<file path="src/bffa_pkg.sv">
// shared types and constants of the bitmap first-fit allocator
// no dependencies; imported by the controller, the datapath and the top level
package bffa_pkg;

  // request kinds
  localparam logic [1:0] OP_QUERY   = 2'd0;
  localparam logic [1:0] OP_MARK    = 2'd1;
  localparam logic [1:0] OP_RELEASE = 2'd2;
  localparam logic [1:0] OP_SEARCH  = 2'd3;

  // result status codes
  localparam logic [1:0] ST_OK    = 2'd0;
  localparam logic [1:0] ST_RANGE = 2'd1;
  localparam logic [1:0] ST_NONE  = 2'd2;

  // field widths
  localparam int OP_W    = 2;
  localparam int IDX_W   = 16;
  localparam int CFG_W   = 13;
  localparam int STAT_W  = 2;
  localparam int FOUND_W = 12;

  // map words of the memory, and width of limits that can reach 65536
  localparam int WORD_BITS = 32;
  localparam int BIT_W     = 5;
  localparam int LIM_W     = 17;

  // controller to datapath
  typedef struct packed {
    logic clear;
    logic accept;
    logic rmw;
    logic scan;
    logic load_out;
  } cmd_t;

  // datapath to controller
  typedef struct packed {
    logic clear_last;
    logic in_search;
    logic scan_hit;
    logic scan_end;
    logic out_free;
  } sts_t;

endpackage

</file>
<file path="src/bffa_ctrl.sv">
// sequencer of the bitmap first-fit allocator: clear pass, request, scan, result
// depends on bffa_pkg (cmd_t, sts_t)
module bffa_ctrl
  import bffa_pkg::*;
(
  input  logic clk,
  input  logic rst_n,
  input  logic in_valid,
  output logic in_stall,
  input  sts_t sts,
  output cmd_t cmd
);

  localparam logic [2:0] S_CLEAR = 3'd0;
  localparam logic [2:0] S_IDLE  = 3'd1;
  localparam logic [2:0] S_READ  = 3'd2;
  localparam logic [2:0] S_SCAN  = 3'd3;
  localparam logic [2:0] S_FIN   = 3'd4;

  logic [2:0] state_r;
  logic [2:0] state_nxt;

  always_comb begin
    state_nxt = state_r;
    cmd       = '0;
    case (state_r)
      S_CLEAR: begin
        cmd.clear = 1'b1;
        if (sts.clear_last) begin
          state_nxt = S_IDLE;
        end
      end
      S_IDLE: begin
        if (in_valid) begin
          cmd.accept = 1'b1;
          state_nxt  = sts.in_search ? S_SCAN : S_READ;
        end
      end
      S_READ: begin
        cmd.rmw   = 1'b1;
        state_nxt = S_FIN;
      end
      S_SCAN: begin
        cmd.scan = 1'b1;
        if (sts.scan_hit || sts.scan_end) begin
          state_nxt = S_FIN;
        end
      end
      S_FIN: begin
        if (sts.out_free) begin
          cmd.load_out = 1'b1;
          state_nxt    = S_IDLE;
        end
      end
      default: begin
        state_nxt = S_IDLE;
      end
    endcase
  end

  assign in_stall = (state_r != S_IDLE);

  always_ff @(posedge clk) begin
    if (!rst_n) begin
      state_r <= S_CLEAR;
    end else begin
      state_r <= state_nxt;
    end
  end

endmodule

</file>
<file path="config.mk">
export PLATFORM = sky130hd
export DESIGN_NAME = bffa_ctrl
export DESIGN_NICKNAME = d
export VERILOG_FILES = /design/src/bffa_pkg.sv /design/src/bffa_ctrl.sv
export SDC_FILE = /design/constraint.sdc
export NUM_CORES = 1
export LEC_CHECK = 0
export ABC_AREA = 1
export BUFFER_PORTS_ARGS = -buffer_cell sky130_fd_sc_hd__buf_4
export CELL_PAD_IN_SITES_DETAIL_PLACEMENT = 1
export CELL_PAD_IN_SITES_GLOBAL_PLACEMENT = 2
export CORE_AREA = 4 4 41 43
export CTS_BUF_LIST = sky130_fd_sc_hd__clkbuf_16
export DETAILED_ROUTE_END_ITERATION = 6
export DIE_AREA = 0 0 45 47
export GPL_TIMING_DRIVEN = 0
export PLACE_DENSITY_LB_ADDON = 0.1
export REMOVE_ABC_BUFFERS = 1
export SYNTH_ARGS = -nofsm -noshare
export SYNTH_HDL_FRONTEND = slang
export SYNTH_SLANG_ARGS = --single-unit
</file>
<file path="constraint.sdc">
create_clock -name clk -period 1.73 [get_ports clk]
set_input_delay 0.346 -clock clk [delete_from_list [all_inputs] [get_ports clk]]
set_output_delay 0.346 -clock clk [all_outputs]
set_load 0.01 [all_outputs]
</file>
Yosys cells after proc, flatten, opt, wreduce, memory -nomap -nowiden

Index checks and enable logic that the tools add are counted.

Flip-flop bits (word level): 3
Output and inout bits: 6
Input bits: 8
Logic and storage cells: 26

Eq/ne operators: 9
Mux-type cells: 13
Reductions and logical operators: 3

Operators by type and width:

| cell               | number |
|---|---|
| $pmux 3 s5         | 1 |
| $mux 3             | 4 |
| $mux 1             | 8 |
| $ne 2x2->1 const B | 4 |
| $eq 3x2->1 const B | 2 |
| $reduce_and 4->1   | 1 |
| $eq 3x1->1 const B | 1 |
| $eq 3x3->1 const B | 1 |
| $logic_not 3->1    | 1 |
| $ne 3x1->1 const B | 1 |
| $logic_or 1x1->1   | 1 |

Logic depth before layout (Yosys ltp)

Gate-level depths: netlist of the first run.

Depth after elaboration: 3
Depth in mapped cells: 9
Mapped depth without buffers: 8

Worst setup path before layout of the first run

OpenSTA, ideal clock, no wires.

Path kind: register to output
Start point: reg state_r[2]
End point: out cmd[0] (netlist bit)
Path buffers: 0
Required time: 1.384 ns
Arrival: 0.882 ns
Setup slack: 0.502 ns
Stages on the path, launching flop included: 3
Cells stage by stage: dfxtp_1 -> inv_2 -> nor4_1

RTL lines:

| item                     | line            | source |
|---|---|---|
| start: declaration       | bffa_ctrl.sv:20 | `logic [2:0] state_r;` |
| start signal: assignment | bffa_ctrl.sv:67 | `state_r <= state_nxt;` |
| end: declaration         | bffa_ctrl.sv:11 | `output cmd_t cmd` |

==> flow_summary.toml, run 1 <==
[outcome]
outcome = "finished clean"

[placement]
dpl.cell_count = 67
portBuffers = 13
dp_hpwl_um = 592
gp_congestion = 0.705

[timing]
finalSetupTns_ns = 0
period_share = 0.921
fmax_mhz = 628
period_needed_ns = 1.59
skew_ns = 0.000487
hold_viol_final = 0
setup_viol = 0
rsz0062_at_grt = "no"
drv_slew = 0
tightestPinTransition_ns = 0.328
max_slew_margin = 0.781

[worst_setup_path]
cp_slowest_cell = "dfxtp_1"
cp.buffers_inverters = 2
timing.rr.end = "state_r[0]$_SDFFE_PN0P_"
arrival_ns = 1.25
cpLargestDelayFamily = "flip-flops"
cp_max_fo = 8
ff2ff_setup_slack_ns = 0.55
critical_path.max_stage_delay_ns = 0.50
worstPathCellList = "nand2_1 > nor2_1 > nand2_1 > inv_1 > buf_4"
crit_type = "flip-flop to output port"
end_kind = "output port"
reg2reg_from = "state_r[0]$_SDFFE_PN0P_"
start_kind = "flip-flop"
path_common_cell = "nand2_1"
worstPathRequired_ns = 1.38
r2r_cells = 7

[route]
vias = 293
viasPerCell = 4.13
drcViolationCount = 0
wirelength_um = 731
drt_iter0_markers = 0
dr.pass1.iters = 1
ant_nets = 0
post_drt_wl_per_cell_um = 10.3

[cells_and_area]
final_core_util = 0.320
stdcell_count = 71
largest_register_ffs = 3
area_growth_pct = 79.0
max_flop_register = "state_r"
num-nets-final = 65
drive_above_1_share = 0.393
diodes = 0
largestRegisters = "state_r: 3 flops"

[floorplanning]
rows = 13
start_util = 0.179
ios = 14
coreArea_mm2 = 0.00130
die_y_um = 47
die-area_mm2 = 0.00212
die_w_um = 45

[worst_hold_path]
hold_path_end = "state_r[0]$_SDFFE_PN0P_"
min_from = "rst_n"
holdCritPathClass = "primary input to flip-flop"
worstHoldPathCells = 3

[power]
p_comb_frac = 0.173
p_per_area_mw_per_mm2 = 1310
switching_power_uw = 124
clkPwrFrac = 0.658
irDropWorstVdd_mv = 0.738
power_uw = 546
power_frac_seq = 0.169
leakagePower_nw = 0.235
swShare = 0.228
p_int_uw = 421

[logic_synthesis]
synthSimpleGateAreaFrac = 0.484
seq_area_frac_synth = 0.258
synth_cell_types = 14
ys_seq_elements = 3
synth_xor_area_frac = 0
synthMuxAreaShare = 0
synth_adder_area_share = 0
synth_top_family_by_area = "simple AND/OR/NAND/NOR gates"
postSynthCellCount = 40
syn-cell-area_um2 = 233
yosysWarnings = 0
synth_compound_area_frac = 0.0645
syn_area_per_cell_um2 = 5.82

[grt]
grt_pass1_wl_mm = 1.21
track_usage = 0.0828
use_met1 = 0.0769
grt_busiest_layer = "met2"
antenna_found_initial = 0
overflow = 0
grt_pass1_vias = 287
grt_max_degree = 9
met2_usage = 0.141
gr-usage-met3 = 0.0460

[clock_tree]
h-tree-depth = 1
tritoncts = "done"
cts.clk_slew.worst_paths_ns = 0.03
cts-resized-gates = 0
numCtsBuffers = 3
max-clock-path-buffers = 2
cts.sinks = 3
holdBufCountCts = 0
cts_setup_buffers = 0
root_buffer = "clkbuf_16"
clock_latency_ns = 0.22

[job]
drv_cap = 0
[metrics by stage]
stage               hold WS [ns]  setup slack (ns)  cell area (um2)
floorplan                  0.466             0.502              221
global placement           0.576             0.405              338
detailed placement         0.586             0.352              338
CTS                        0.355             0.110              417
global route               0.367            0.0165              417
finish                     0.355             0.137              417
[area by class of cell]
cell class / instances / area, um2
fill: 175 / 885
multi-input combinational: 27 / 128
timing repair buffer: 13 / 97.6
clock buffer: 3 / 75.1
sequential: 3 / 60.1
inverter: 9 / 33.8
tap: 15 / 18.8
clock inverter: 1 / 3.75
[worst min-delay path, delay by kind of cell]
| family | cells | cell delay, ns |
|---|---|---|
| simple gates | 2 | 0.11 |
| buf+inv | 1 | 0.08 |
[metal layers]
layer / vias up / routed length (um)
li1: 152 / -
met1: 128 / 279
met2: 11 / 360
met3: 2 / 80
met4: 0 / 12
met5: - / 0
[worst max-delay path by stage]
stage,from,end,slack [ns],depth (start not counted)
after floorplan,state_r[2]$_SDFFE_PN0P_,cmd[0],0.50,2
after global placement,state_r[0]$_SDFFE_PN0P_,cmd[3],0.40,5
after detailed placement,state_r[0]$_SDFFE_PN0P_,cmd[3],0.35,5
after CTS,state_r[0]$_SDFFE_PN0P_,cmd[3],0.11,5
after global routing,state_r[0]$_SDFFE_PN0P_,cmd[3],0.02,5
final,state_r[0]$_SDFFE_PN0P_,cmd[3],0.14,5
[cell families after synthesis]
kind of cell           count (synthesis)
AND/OR/NAND/NOR                       24
buffers and inverters                 10
AO/OA/AOI/OAI                          3
flip-flops                             3
[power groups by stage]
stage          combinational (mW)  clock [mW]  sequential, mW
2_1_floorplan              0.0537           0          0.0884
3_3_place_gp               0.0940           0          0.0924
3_5_place_dp               0.0966           0          0.0939
4_1_cts                    0.0970       0.368          0.0929
5_1_grt                     0.108       0.373          0.0949
6_report                   0.0945       0.359          0.0920
[cells in the mapped netlist]
| cell type | number | share of area |
|---|---|---|
| inv_1 | 7 | 0.11 |
| nor2_2 | 1 | 0.027 |
| nor2_1 | 7 | 0.11 |
| nor3_1 | 1 | 0.021 |
| a21oi_1 | 2 | 0.043 |
| nand3_1 | 3 | 0.064 |
| inv_2 | 2 | 0.032 |
| buf_6 | 1 | 0.048 |
| nor2_4 | 1 | 0.048 |
| nand2_2 | 2 | 0.054 |
| o21ai_0 | 1 | 0.021 |
| nand2_1 | 8 | 0.13 |
| nor4_1 | 1 | 0.027 |
| dfxtp_1 | 3 | 0.26 |
[placed cells by master, fill, tap and decap left out]
cell type / synthesis / final
dfxtp_1: 3 / 3
a21oi_1: 2 / 2
clkbuf_16: 0 / 3
nand3_1: 3 / 3
nor4_1: 1 / 1
nor2_1: 7 / 7
nor3_1: 1 / 1
nand2_1: 8 / 8
nand2_2: 2 / 2
inv_2: 2 / 2
o21ai_0: 1 / 1
nor2_4: 1 / 1
inv_1: 7 / 8
buf_4: 0 / 13
nor2_2: 1 / 1
Note: power is estimated with default switching activity, not from simulation.
==> inputs of run 2 (changes only) <==
--- a/config.mk
+++ b/config.mk
@@ -14,7 +14,9 @@
 export DETAILED_ROUTE_END_ITERATION = 6
 export DIE_AREA = 0 0 45 47
 export GPL_TIMING_DRIVEN = 0
+export MAX_ROUTING_LAYER = met4
 export PLACE_DENSITY_LB_ADDON = 0.1
+export RECOVER_POWER = 100
 export REMOVE_ABC_BUFFERS = 1
 export SYNTH_ARGS = -nofsm -noshare
 export SYNTH_HDL_FRONTEND = slang
==> run 2 against run 1 <==
Net effect:
- critical path type unchanged
- global-route usage grew 0.27 points
- clock-buffer cell count unchanged
- core utilization decreased by 1.5 points
- clock power hardly changed
- critical endpoint unchanged
- register-to-register slack got worse by 0.04 ns
- maximum frequency grew 1.2%
- setup slack better by 0.019 ns
- clock skew about the same
- cell area fell by 4.8%
- sequential power fell by 1%
==> flow_summary.toml, run 2 (synthesized netlist as in run 1, its figures left out) <==
[placement]
dp_hpwl_um = 592
portBuffers = 13
gp_congestion = 0.712

[worst_setup_path]
cp_max_fo = 8
path_common_cell = "nand2_1"
cpLargestDelayFamily = "flip-flops"
end_kind = "output port"
crit_type = "flip-flop to output port"
worstPathCellList = "nand2_1 > nor2_1 > nand2_1 > inv_1 > buf_4"
cp.buffers_inverters = 2
critical_path.max_stage_delay_ns = 0.49
worstPathRequired_ns = 1.38
arrival_ns = 1.23
cp_slowest_cell = "dfxtp_1"
start_kind = "flip-flop"

[floorplanning]
ios = 14
start_util = 0.179
rows = 13
die-area_mm2 = 0.00212
die_w_um = 45
die_y_um = 47
coreArea_mm2 = 0.00130

[clock_tree]
tritoncts = "done"
numCtsBuffers = 3
h-tree-depth = 1
holdBufCountCts = 0
cts.sinks = 3
max-clock-path-buffers = 2
clock_latency_ns = 0.22
cts.clk_slew.worst_paths_ns = 0.03
root_buffer = "clkbuf_16"
cts_setup_buffers = 0
cts-resized-gates = 0

[route]
wirelength_um = 731
dr.pass1.iters = 1
ant_nets = 0
routed.top_layer = "met4"
vias = 291
drt_iter0_markers = 0
met2WireLength_um = 361
wl_met1_um = 277
post_drt_wl_per_cell_um = 10.3
viasPerCell = 4.10
route.met3.wl_um = 80
drcViolationCount = 0

[cells_and_area]
largestRegisters = "state_r: 3 flops"
area_growth_pct = 70.4
diodes = 0
largest_register_ffs = 3
drive_above_1_share = 0.286
num-nets-final = 65
max_flop_register = "state_r"
nFillCells = 173
mostFrequentLayoutCells = "nand2_1 (9), buf_4 (9), nor2_1 (8), inv_1 (8), clkbuf_1 (4)"

[timing]
drv_slew = 0
fmax_mhz = 635
finalSetupTns_ns = 0
tightestPinTransition_ns = 0.308
period_share = 0.910
period_needed_ns = 1.57
skew_ns = 0.000518
max_slew_margin = 0.794
hold_viol_final = 0
rsz0062_at_grt = "no"
setup_viol = 0

[power]
irDropWorstVdd_mv = 0.735
power_uw = 533
leakagePower_nw = 0.218
p_per_area_mw_per_mm2 = 1340

[grt]
antenna_found_initial = 0
grt_pass1_vias = 287
overflow = 0
grt_max_degree = 9
track_usage = 0.0855
grt_pass1_wl_mm = 1.21

[outcome]
outcome = "finished clean"

[job]
drv_cap = 0

[worst_hold_path]
holdCritPathClass = "primary input to flip-flop"
[run 2: path summary, 6_finish.rpt]
kind | from | end | slack, ns | cells after the start
setup / recovery | state_r[0]$_SDFFE_PN0P_ | cmd[3] | 0.16 | 5
hold / removal | rst_n | state_r[0]$_SDFFE_PN0P_ | 0.36 | 3
setup reg to reg | state_r[0]$_SDFFE_PN0P_ | state_r[0]$_SDFFE_PN0P_ | 0.51 | 7
hold reg to reg | state_r[2]$_SDFFE_PN0P_ | state_r[2]$_SDFFE_PN0P_ | 0.60 | 2
[run 2: metal layers]
layer / GRT usage / up-vias
met5: - / -
met4: 0.0526 / 0
met3: 0.0460 / 2
met2: 0.141 / 11
met1: 0.0769 / 127
li1: - / 151
[run 2: power breakdown]
| part | total, mW | internal, mW | switching (mW) |
|---|---|---|---|
| logic | 0.0832 | 0.0371 | 0.0461 |
| registers | 0.0910 | 0.0764 | 0.0146 |
| clock network | 0.358 | 0.298 | 0.0606 |
| total | 0.533 | 0.411 | 0.121 |
[run 2: tightest hold or removal path: cells and delay by family]
kind | cells | cell delay, ns
and+or+nand+nor | 2 | 0.11
buffers and inverters | 1 | 0.08
[run 2: metrics by stage]
stage	cell area, um2	hold slack [ns]	cells	util	setup WS [ns]
6_report	397	0.355	71	0.305	0.155
5_1_grt	397	0.367	71	0.305	0.0339
4_1_cts	417	0.355	71	0.320	0.110
3_5_place_dp	338	0.586	67	0.260	0.352
3_3_place_gp	338	0.576	67	0.260	0.405
2_1_floorplan	221	0.466	39	-	0.502
[run 2: area by class of cell]
cell class	instances	area [um2]	area share
well taps	15	18.8	0.0473
repair buffers	13	82.6	0.208
clock buffers	3	75.1	0.189
flip-flops and latches	3	60.1	0.151
inverters	9	33.8	0.0852
multi-input cells	27	123	0.309
clock inverters	1	3.75	0.00946
