===== src/bffa_pkg.sv =====
// shared types and constants of the bitmap first-fit allocator
// no dependencies; imported by the controller, the datapath and the top level
package bffa_pkg;

  // request kinds
  localparam logic [1:0] OP_QUERY   = 2'd0;
  localparam logic [1:0] OP_MARK    = 2'd1;
  localparam logic [1:0] OP_RELEASE = 2'd2;
  localparam logic [1:0] OP_SEARCH  = 2'd3;

  // result status codes
  localparam logic [1:0] ST_OK    = 2'd0;
  localparam logic [1:0] ST_RANGE = 2'd1;
  localparam logic [1:0] ST_NONE  = 2'd2;

  // field widths
  localparam int OP_W    = 2;
  localparam int IDX_W   = 16;
  localparam int CFG_W   = 13;
  localparam int STAT_W  = 2;
  localparam int FOUND_W = 12;

  // map words of the memory, and width of limits that can reach 65536
  localparam int WORD_BITS = 32;
  localparam int BIT_W     = 5;
  localparam int LIM_W     = 17;

  // controller to datapath
  typedef struct packed {
    logic clear;
    logic accept;
    logic rmw;
    logic scan;
    logic load_out;
  } cmd_t;

  // datapath to controller
  typedef struct packed {
    logic clear_last;
    logic in_search;
    logic scan_hit;
    logic scan_end;
    logic out_free;
  } sts_t;

endpackage


===== src/bffa_datapath.sv =====
// map memory, scan logic, config register and result register of the allocator
// depends on bffa_pkg (codes, widths, cmd_t, sts_t)
module bffa_datapath
  import bffa_pkg::*;
#(
  parameter int MAP_BITS = 4096
) (
  input  logic                clk,
  input  logic                rst_n,
  input  logic                cfg_we,
  input  logic [CFG_W-1:0]    cfg_wdata,
  input  logic [OP_W-1:0]     in_operation,
  input  logic [IDX_W-1:0]    in_entry_index,
  output logic                out_valid,
  input  logic                out_stall,
  output logic [STAT_W-1:0]   out_status,
  output logic                out_entry_free,
  output logic [FOUND_W-1:0]  out_found_index,
  input  cmd_t                cmd,
  output sts_t                sts
);

  localparam int ROWS = (MAP_BITS + WORD_BITS - 1) / WORD_BITS;
  localparam int AW   = (ROWS > 1) ? $clog2(ROWS) : 1;
  localparam int RW   = $clog2(ROWS + 1);
  localparam logic [LIM_W-1:0] MAP_LIM = LIM_W'(MAP_BITS);

  // map memory, one word of entries per row, entry n at bit n%32 of row n/32
  logic [WORD_BITS-1:0] mem [ROWS];
  logic [WORD_BITS-1:0] rd_data_r;
  logic                 mem_re;
  logic [AW-1:0]        mem_raddr;
  logic                 mem_we;
  logic [AW-1:0]        mem_waddr;
  logic [WORD_BITS-1:0] mem_wdata;

  logic [CFG_W-1:0]   entries_r;
  logic [LIM_W-1:0]   limit;
  logic [RW-1:0]      nrows;

  logic [AW-1:0]      clr_r;
  logic [OP_W-1:0]    op_r;
  logic [BIT_W-1:0]   bit_r;
  logic [AW-1:0]      row_r;
  logic               range_r;

  logic [RW-1:0]      iss_r;
  logic [RW-1:0]      chk_r;
  logic               chk_vld_r;
  logic               iss_more;

  logic [WORD_BITS-1:0] mask;
  logic [WORD_BITS-1:0] free_bits;
  logic [BIT_W-1:0]     first_j;
  logic [LIM_W-1:0]     found_full;
  logic                 cur_bit;
  logic [WORD_BITS-1:0] new_word;

  logic [STAT_W-1:0]  res_status_r;
  logic               res_free_r;
  logic [FOUND_W-1:0] res_found_r;

  logic               out_valid_r;
  logic [STAT_W-1:0]  out_status_r;
  logic               out_free_r;
  logic [FOUND_W-1:0] out_found_r;

  // search limit clipped to the map size, and rows that it touches
  assign limit = (LIM_W'(entries_r) > MAP_LIM) ? MAP_LIM : LIM_W'(entries_r);
  assign nrows = RW'((limit + LIM_W'(WORD_BITS - 1)) >> BIT_W);
  assign iss_more = (iss_r < nrows);

  // read port
  assign mem_re    = (cmd.accept && !sts.in_search) || (cmd.scan && iss_more);
  assign mem_raddr = cmd.scan ? iss_r[AW-1:0] : in_entry_index[AW+BIT_W-1:BIT_W];

  // bits of the checked row that lie below the limit
  always_comb begin
    mask = '1;
    if ((chk_r == (nrows - RW'(1))) && (limit[BIT_W-1:0] != '0)) begin
      mask = (WORD_BITS'(1) << limit[BIT_W-1:0]) - WORD_BITS'(1);
    end
  end

  assign free_bits = ~rd_data_r & mask;

  always_comb begin
    first_j = '0;
    for (int j = WORD_BITS - 1; j >= 0; j--) begin
      if (free_bits[j]) begin
        first_j = BIT_W'(j);
      end
    end
  end

  assign found_full = LIM_W'({chk_r[AW-1:0], first_j});

  // read-modify-write of one entry
  assign cur_bit = rd_data_r[bit_r];
  always_comb begin
    if (op_r == OP_MARK) begin
      new_word = rd_data_r | (WORD_BITS'(1) << bit_r);
    end else begin
      new_word = rd_data_r & ~(WORD_BITS'(1) << bit_r);
    end
  end

  // write port: clear pass or mark / release
  assign mem_we    = cmd.clear ||
                     (cmd.rmw && !range_r && ((op_r == OP_MARK) || (op_r == OP_RELEASE)));
  assign mem_waddr = cmd.clear ? clr_r : row_r;
  assign mem_wdata = cmd.clear ? '0 : new_word;

  always_ff @(posedge clk) begin
    if (mem_we) begin
      mem[mem_waddr] <= mem_wdata;
    end
    if (mem_re) begin
      rd_data_r <= mem[mem_raddr];
    end
  end

  // status
  assign sts.clear_last = (clr_r == AW'(ROWS - 1));
  assign sts.in_search  = (in_operation == OP_SEARCH);
  assign sts.scan_hit   = chk_vld_r && (free_bits != '0);
  assign sts.scan_end   = !chk_vld_r && !iss_more;
  assign sts.out_free   = !out_valid_r || !out_stall;

  // control registers
  always_ff @(posedge clk) begin
    if (!rst_n) begin
      entries_r   <= '0;
      clr_r       <= '0;
      iss_r       <= '0;
      chk_vld_r   <= 1'b0;
      out_valid_r <= 1'b0;
    end else begin
      if (cfg_we) begin
        entries_r <= cfg_wdata;
      end
      if (cmd.clear) begin
        clr_r <= clr_r + AW'(1);
      end
      if (cmd.accept) begin
        iss_r     <= '0;
        chk_vld_r <= 1'b0;
      end else if (cmd.scan) begin
        chk_vld_r <= iss_more;
        if (iss_more) begin
          iss_r <= iss_r + RW'(1);
        end
      end
      if (cmd.load_out) begin
        out_valid_r <= 1'b1;
      end else if (!out_stall) begin
        out_valid_r <= 1'b0;
      end
    end
  end

  // payload registers
  always_ff @(posedge clk) begin
    if (cmd.accept) begin
      op_r    <= in_operation;
      bit_r   <= in_entry_index[BIT_W-1:0];
      row_r   <= in_entry_index[AW+BIT_W-1:BIT_W];
      range_r <= ({1'b0, in_entry_index} >= MAP_LIM);
    end
    if (cmd.scan && iss_more) begin
      chk_r <= iss_r;
    end
    if (cmd.rmw) begin
      res_found_r <= '0;
      if (range_r) begin
        res_status_r <= ST_RANGE;
        res_free_r   <= 1'b0;
      end else begin
        res_status_r <= ST_OK;
        res_free_r   <= (op_r == OP_QUERY) && !cur_bit;
      end
    end else if (cmd.scan && sts.scan_hit) begin
      res_status_r <= ST_OK;
      res_free_r   <= 1'b0;
      res_found_r  <= found_full[FOUND_W-1:0];
    end else if (cmd.scan && sts.scan_end) begin
      res_status_r <= ST_NONE;
      res_free_r   <= 1'b0;
      res_found_r  <= '0;
    end
    if (cmd.load_out) begin
      out_status_r <= res_status_r;
      out_free_r   <= res_free_r;
      out_found_r  <= res_found_r;
    end
  end

  assign out_valid       = out_valid_r;
  assign out_status      = out_status_r;
  assign out_entry_free  = out_free_r;
  assign out_found_index = out_found_r;

`ifndef SYNTH
  a_found_below_limit: assert property (@(posedge clk) disable iff (!rst_n)
    (cmd.scan && sts.scan_hit) |-> (found_full < limit))
    else $error("search hit at or above the limit");

  a_found_is_free: assert property (@(posedge clk) disable iff (!rst_n)
    (cmd.scan && sts.scan_hit) |-> !rd_data_r[first_j])
    else $error("search hit on an allocated entry");

  a_no_write_in_scan: assert property (@(posedge clk) disable iff (!rst_n)
    cmd.scan |-> !mem_we)
    else $error("map written during a search");

  a_load_into_free_slot: assert property (@(posedge clk) disable iff (!rst_n)
    cmd.load_out |-> sts.out_free)
    else $error("result register overwritten while held");
`endif

endmodule

===== config.mk =====
export PLATFORM = sky130hd
export DESIGN_NAME = bffa_datapath
export DESIGN_NICKNAME = d
export VERILOG_FILES = /design/src/bffa_pkg.sv /design/src/bffa_datapath.sv
export SDC_FILE = /design/constraint.sdc
export NUM_CORES = 2
export LEC_CHECK = 0
export BUFFER_PORTS_ARGS = -buffer_cell sky130_fd_sc_hd__buf_2
export CORE_MARGIN = 2
export CORE_UTILIZATION = 48
export CTS_BUF_LIST = sky130_fd_sc_hd__clkbuf_4 sky130_fd_sc_hd__clkbuf_8 sky130_fd_sc_hd__clkbuf_16
export DETAILED_ROUTE_END_ITERATION = 7
export GPL_ROUTABILITY_DRIVEN = 0
export PLACE_DENSITY = 0.65
export RECOVER_POWER = 100
export SLEW_MARGIN = 0
export SYNTH_ARGS = -nofsm -noshare
export SYNTH_HDL_FRONTEND = slang
export SYNTH_SLANG_ARGS = --single-unit

===== constraint.sdc =====
create_clock -name clk -period 6.3 [get_ports clk]
set_clock_uncertainty 0.15 [all_clocks]
set_input_delay 0.63 -clock clk [delete_from_list [all_inputs] [get_ports clk]]
set_output_delay 0.63 -clock clk [all_outputs]
set_load 0.05 [all_outputs]

# Word level (Yosys, flattened, before mapping)
# Memories as Yosys holds them, arrays and structs flattened. A register that Yosys moved wholly into a read port is not among the register bits.
# Cells that the tools add are included.
# op_classes
addsub	5
order_cmp	4
n_eq_ne	6
shifts	2
muxes	54
bitwise_logic	6
reduce_logical	28
# op_table
cell	count
$mux 5	32
$mux 32	3
$and 32x32->32	2
$not 32->32	2
$shl 1x5->32 const A	2
$or 32x32->32	1
$reduce_bool 32->1	1
$sub 32x2->32 const B	1
$mux 12	2
$ge 16x13->1 const B	1
$mux 7	2
$add 13x5->13 const B	1
$gt 13x13->1 const B	1
$mux 13	1
$logic_and 1x1->1	10
$mux 1	10
$add 8x1->8 const B	1
$eq 8x8->1	1
$lt 8x8->1	1
$sub 8x1->8 const B	1
$add 7x1->7 const B	1
$eq 7x7->1 const B	1
$logic_not 1->1	7
$lt 5x6->1 const B	1
other kinds (13)	19
# totals
reg_bits	83
mem_bits_rw	4096
input_bits	40
out_inout_bits	21
wordCells	122
n_memories	1
# mem_list
name	words	width	read_ports	rd_ports_with_merged_regs	write_ports	line_no	source
mem	128	32	1	1	1	bffa_datapath.sv:29	logic [WORD_BITS-1:0] mem [ROWS];

# Depth between registers and ports, before layout
# logic_depth
ltp_word	41
ltp_mapped	20
ltp_nobuf	16

# Least setup slack after synthesis
# OpenSTA, ideal clock, no wires.
# synth_path
kind	register -> register
startpoint	register bit_r[0]
endpoint	memory mem[0][15], data pin
setup_time_ps	889
arrival_time_ps	4930
required_time_ps	5261
setup_slack_ps	331
path_stages_with_launch	7
path_buffers	2
synth_period_minus_slack_ps	5969
cell_sequence	edfxtp_1 > buf_1 > clkbuf_1 > nand2_1 > nor2_1 > nand2_1 > a21oi_1
# synth_via
elab_chain_cells	5
elab_cells_between_ends	6
cone_classes	1 x shift; 2 x mux; 3 x bitwise
# synth_lines
item	line_no	source
start, declared	bffa_datapath.sv:43	logic [BIT_W-1:0] bit_r;
start signal, assigned	bffa_datapath.sv:166	bit_r <= in_entry_index[BIT_W-1:0];
$shl 1x5->32 *	bffa_datapath.sv:102, bffa_datapath.sv:104	
$not 32->32	bffa_datapath.sv:104	new_word = rd_data_r & ~(WORD_BITS'(1) << bit_r);
$and 32x32->32	bffa_datapath.sv:104	
$mux 32 *	bffa_datapath.sv:101	if (op_r == OP_MARK) begin
$mux 32 *	bffa_datapath.sv:112	assign mem_wdata = cmd.clear ? '0 : new_word;
named net mem_wdata[15]	bffa_datapath.sv:35	logic [WORD_BITS-1:0] mem_wdata;
end, declared	bffa_datapath.sv:29	
# The timed path passes the listed nets; every way through them passes the cells marked *.

# Final worst setup path
# layout_path
startpoint	input cmd[4] in the netlist's numbering
endpoint	memory mem[35][23] (enable)
# layout_via
elab_chain_cells	3
elab_cells_between_ends	4
cone_classes	3 x mux; 1 x reduce/logical
# layout_lines
item	line_no	source
start, declared	bffa_datapath.sv:19	input cmd_t cmd,
$logic_or 1x1->1	bffa_datapath.sv:109	assign mem_we = cmd.clear ||
$mux 1	bffa_datapath.sv:115	if (mem_we) begin
$mux 1 (implied by the code)	bffa_datapath.sv:116	mem[mem_waddr] <= mem_wdata;
# Several ways; a longest one is shown, not always the timed one.

==> results.cfg <==
[synth]
yosys.area.top_type = edfxtp_1
synthMostInstantiatedCell = edfxtp_1
synth_xor_area_share_pct = 0.168
yosysWarningCount = 0
synth-edff-count = 4169
ys_top_cells_by_area = edfxtp_1 (76%), mux4_2 (14%), a211oi_1 (1.6%)
yosysSeqAreaShare_pct = 76.6
synth_compound_area_share_pct = 4.06
synth-main-ff-cell = edfxtp_1
netlist_top_cells_count = edfxtp_1 (4,169), mux4_2 (1,034), nand2_1 (617)
synthArstFlopShare_pct = 0
synth.distinct_cells = 70
yosys.area_share.simple_pct = 3.46
ys_seq_elements = 4211
synthMuxAreaShare_pct = 14.4
synth_nets = 8079
synth.avg_cell_area_um2 = 20.5
synth_top_family_by_area = multiplexers
syn_area_um2 = 165000
synthAdderAreaFrac_pct = 0.0989
synth_top_area_share_pct = 76.1
synth_cells = 8026

[cells_and_area]
post-route-util_pct = 55.1
num-nets-final = 8574
drive_above_1_share_pct = 25.5
area_growth_pct = 14.0
final_area_um2 = 188000
n_fill_cell = 25400

[worst_setup_path]
crit_path_start_kind = input pin
critPathKind = input pin to register
critPathMaxFanout = 27
cp_data_arrival_time_ps = 6640
reg2reg_depth = 6
endpoint_kind = register
crit_required_ps = 6750
endpoint = mem[35][23]
timing.rr.end = mem[35][23]
crit_start = cmd[4]
r2r-start = range_r
reg2reg_slack_ps = 190

[sta]
maxSlewViolCount = 3464
min_period_ps = 6190
fmax_mhz = 162
hold_violations = 0
tightest_slew_ps = 3400
slew_headroom_pct = -126
setup_tns_ps = 0
setup_viol = 0
period_share_pct = 98.2

[global_route]
grt_usage_pct = 24.5
antenna_found_initial = 14
grt_pass1_vias = 85300
grt_max_degree = 129
grt_pass1_wl_um = 616000
grt.overflow.total = 0

[power_and_ir_drop]
p_per_area_nw_per_um2 = 328
switching_share_pct = 22.2
power.total_mw = 61.5
p_sw_mw = 13.7
p_leak_nw = 58.6
combPwrFrac_pct = 7.4
power_frac_clock_pct = 41.1
vdd_drop_max_mv = 0.249
pwr-share-seq_pct = 51.5
intPower_mw = 47.8

[clocking]
cts_buffers = 420
path_clk_slew_ps = 60
clk_latency_ps = 980
clock-sinks = 4211
htreeDepth = 5
cts_tree = built
cts.path.max_buffers = 4
clock-root-buffer = clkbuf_16

[floorplan]
num_io_pins = 61
core-area_um2 = 341000
num_rows = 214
fp.dieH_um = 589
initial_core_util_pct = 48.3
die_area_um2 = 347000
die_w_um = 589

[route]
ant_nets = 0
wl_per_cell_um = 32.0
drt-initial-drc-count = 11300
drt_wl_total_um = 429000
route.detailed.drc = 7
drt-pass1-iter-count = 8
vias = 84800
viasPerCell = 6.33

[place]
place_area_um2 = 174000
hpwlAfterDp_um = 241000
io_buffers = 60

[status]
violations = design-rule violations, max-capacitance violations, max-slew violations
status = complete, but fails checks

[worst_hold_path]
min_path_type = input pin to register

[job]
cap_violations = 102
==> power groups by stage <==
| stage | Sequential (mW) | Combinational [mW] | Clock [mW] |
|---|---|---|---|
| 2_1_floorplan | 32.3 | 2.68 | 0 |
| 4_1_cts | 31.6 | 4.63 | 25.5 |
| 6_report | 31.7 | 4.53 | 25.3 |
| 5_1_grt | 31.7 | 4.78 | 26.6 |
| 3_5_place_dp | 32.2 | 4.58 | 0 |
| 3_3_place_gp | 32.2 | 4.47 | 0 |
==> worst min path at each step <==
stage / slack (ps) / cells after the start / endpoint / from
2_1_floorplan: 250 / 0 / out_entry_free / res_free_r
3_3_place_gp: 260 / 0 / out_status[1] / res_status_r[1]
3_5_place_dp: 260 / 0 / out_status[1] / res_status_r[1]
4_1_cts: 2 / 2 / clr_r[0] / rst_n
5_1_grt: 70 / 2 / clr_r[0] / rst_n
6_report: 90 / 2 / clr_r[0] / rst_n
==> routing by layer <==
metal  wire (um)  global-route usage (%)
met2      209000                    39.8
met5           0                       0
met4       14400                    7.59
met3       40200                    4.44
met1      166000                    34.1
==> state kept, by name, indices dropped and copies added, names as in the netlist <==
signal,count
mem,4096
rd_data_r,32
entries_r,13
out_found_index,12
res_found_r,12
chk_r,8
iss_r,8
clr_r,7
row_r,7
bit_r,5
op_r,2
out_status,2
res_status_r,2
chk_vld_r,1
out_entry_free,1
out_valid,1
range_r,1
res_free_r,1
==> worst max-delay path: stages <==
cell	delay (ps)
dlygate4sd3_1	610
clkbuf_1	530
o32ai_1	1390
nand2_1	820
nor2_1	2130
clkbuf_2	480
==> repair_timing <==
| item | 4_1_cts | 5_1_grt |
|---|---|---|
| cloned | 0 | 0 |
| endpoints found under the setup margin | 1 | 1 |
| buffers inserted | 5 | 0 |
| pin swaps | 1 | 0 |
| hold endpoints to repair | 66 | 0 |
| gates resized for setup | 1 | 7 |
| hold buffers | 60 | 0 |
==> stage by stage <==
| stage | hold WS (ps) | cells | worst slack, ps |
|---|---|---|---|
| 2_1_floorplan | 250 | 8026 | 331 |
| 3_3_place_gp | 256 | 12600 | 825 |
| 3_5_place_dp | 255 | 12600 | 778 |
| 4_1_cts | 1.88 | 13400 | 16.2 |
| 5_1_grt | 72.9 | 13400 | -3.49 |
| 6_report | 86.2 | 13400 | 113 |
==> placed cells by master (no fill, tap or decap), types with 39 or more instances in the layout <==
master / count
a21o_1: 39
dlygate4sd3_1: 60
nor2_1: 101
mux4_2: 1034
clkbuf_16: 425
clkinv_1: 93
nand3_1: 42
clkbuf_4: 96
a211oi_1: 357
buf_12: 61
and2_1: 261
nand2_1: 616
buf_4: 198
a21oi_1: 144
bufinv_16: 49
a31oi_1: 142
edfxtp_1: 4169
nor2_4: 68
a311oi_1: 129
clkbuf_2: 125
clkinv_2: 77
clkbuf_1: 100
dfxtp_1: 42
==> kinds of logic after synthesis <==
logic type / Yosys count
simple gates: 1236
xor+xnor: 30
fa+ha+maj: 13
flops: 4211
buf+inv: 528
compound gates: 938
mux: 1070
==> area by class of cell <==
cell class                 instances  area, um^2  share of cell area (%)
timing repair buffer             580        4520                    2.41
antenna                            3        7.51                 0.00400
sequential                      4211      126000                    67.2
clock inverter                   254        2680                    1.43
inverter                          21        78.8                  0.0420
multi-input combinational       3287       37200                    19.9
clock buffer                     510       11300                    6.01
tap                             4536        5680                    3.03
Power figures use the tool's default switching activity.
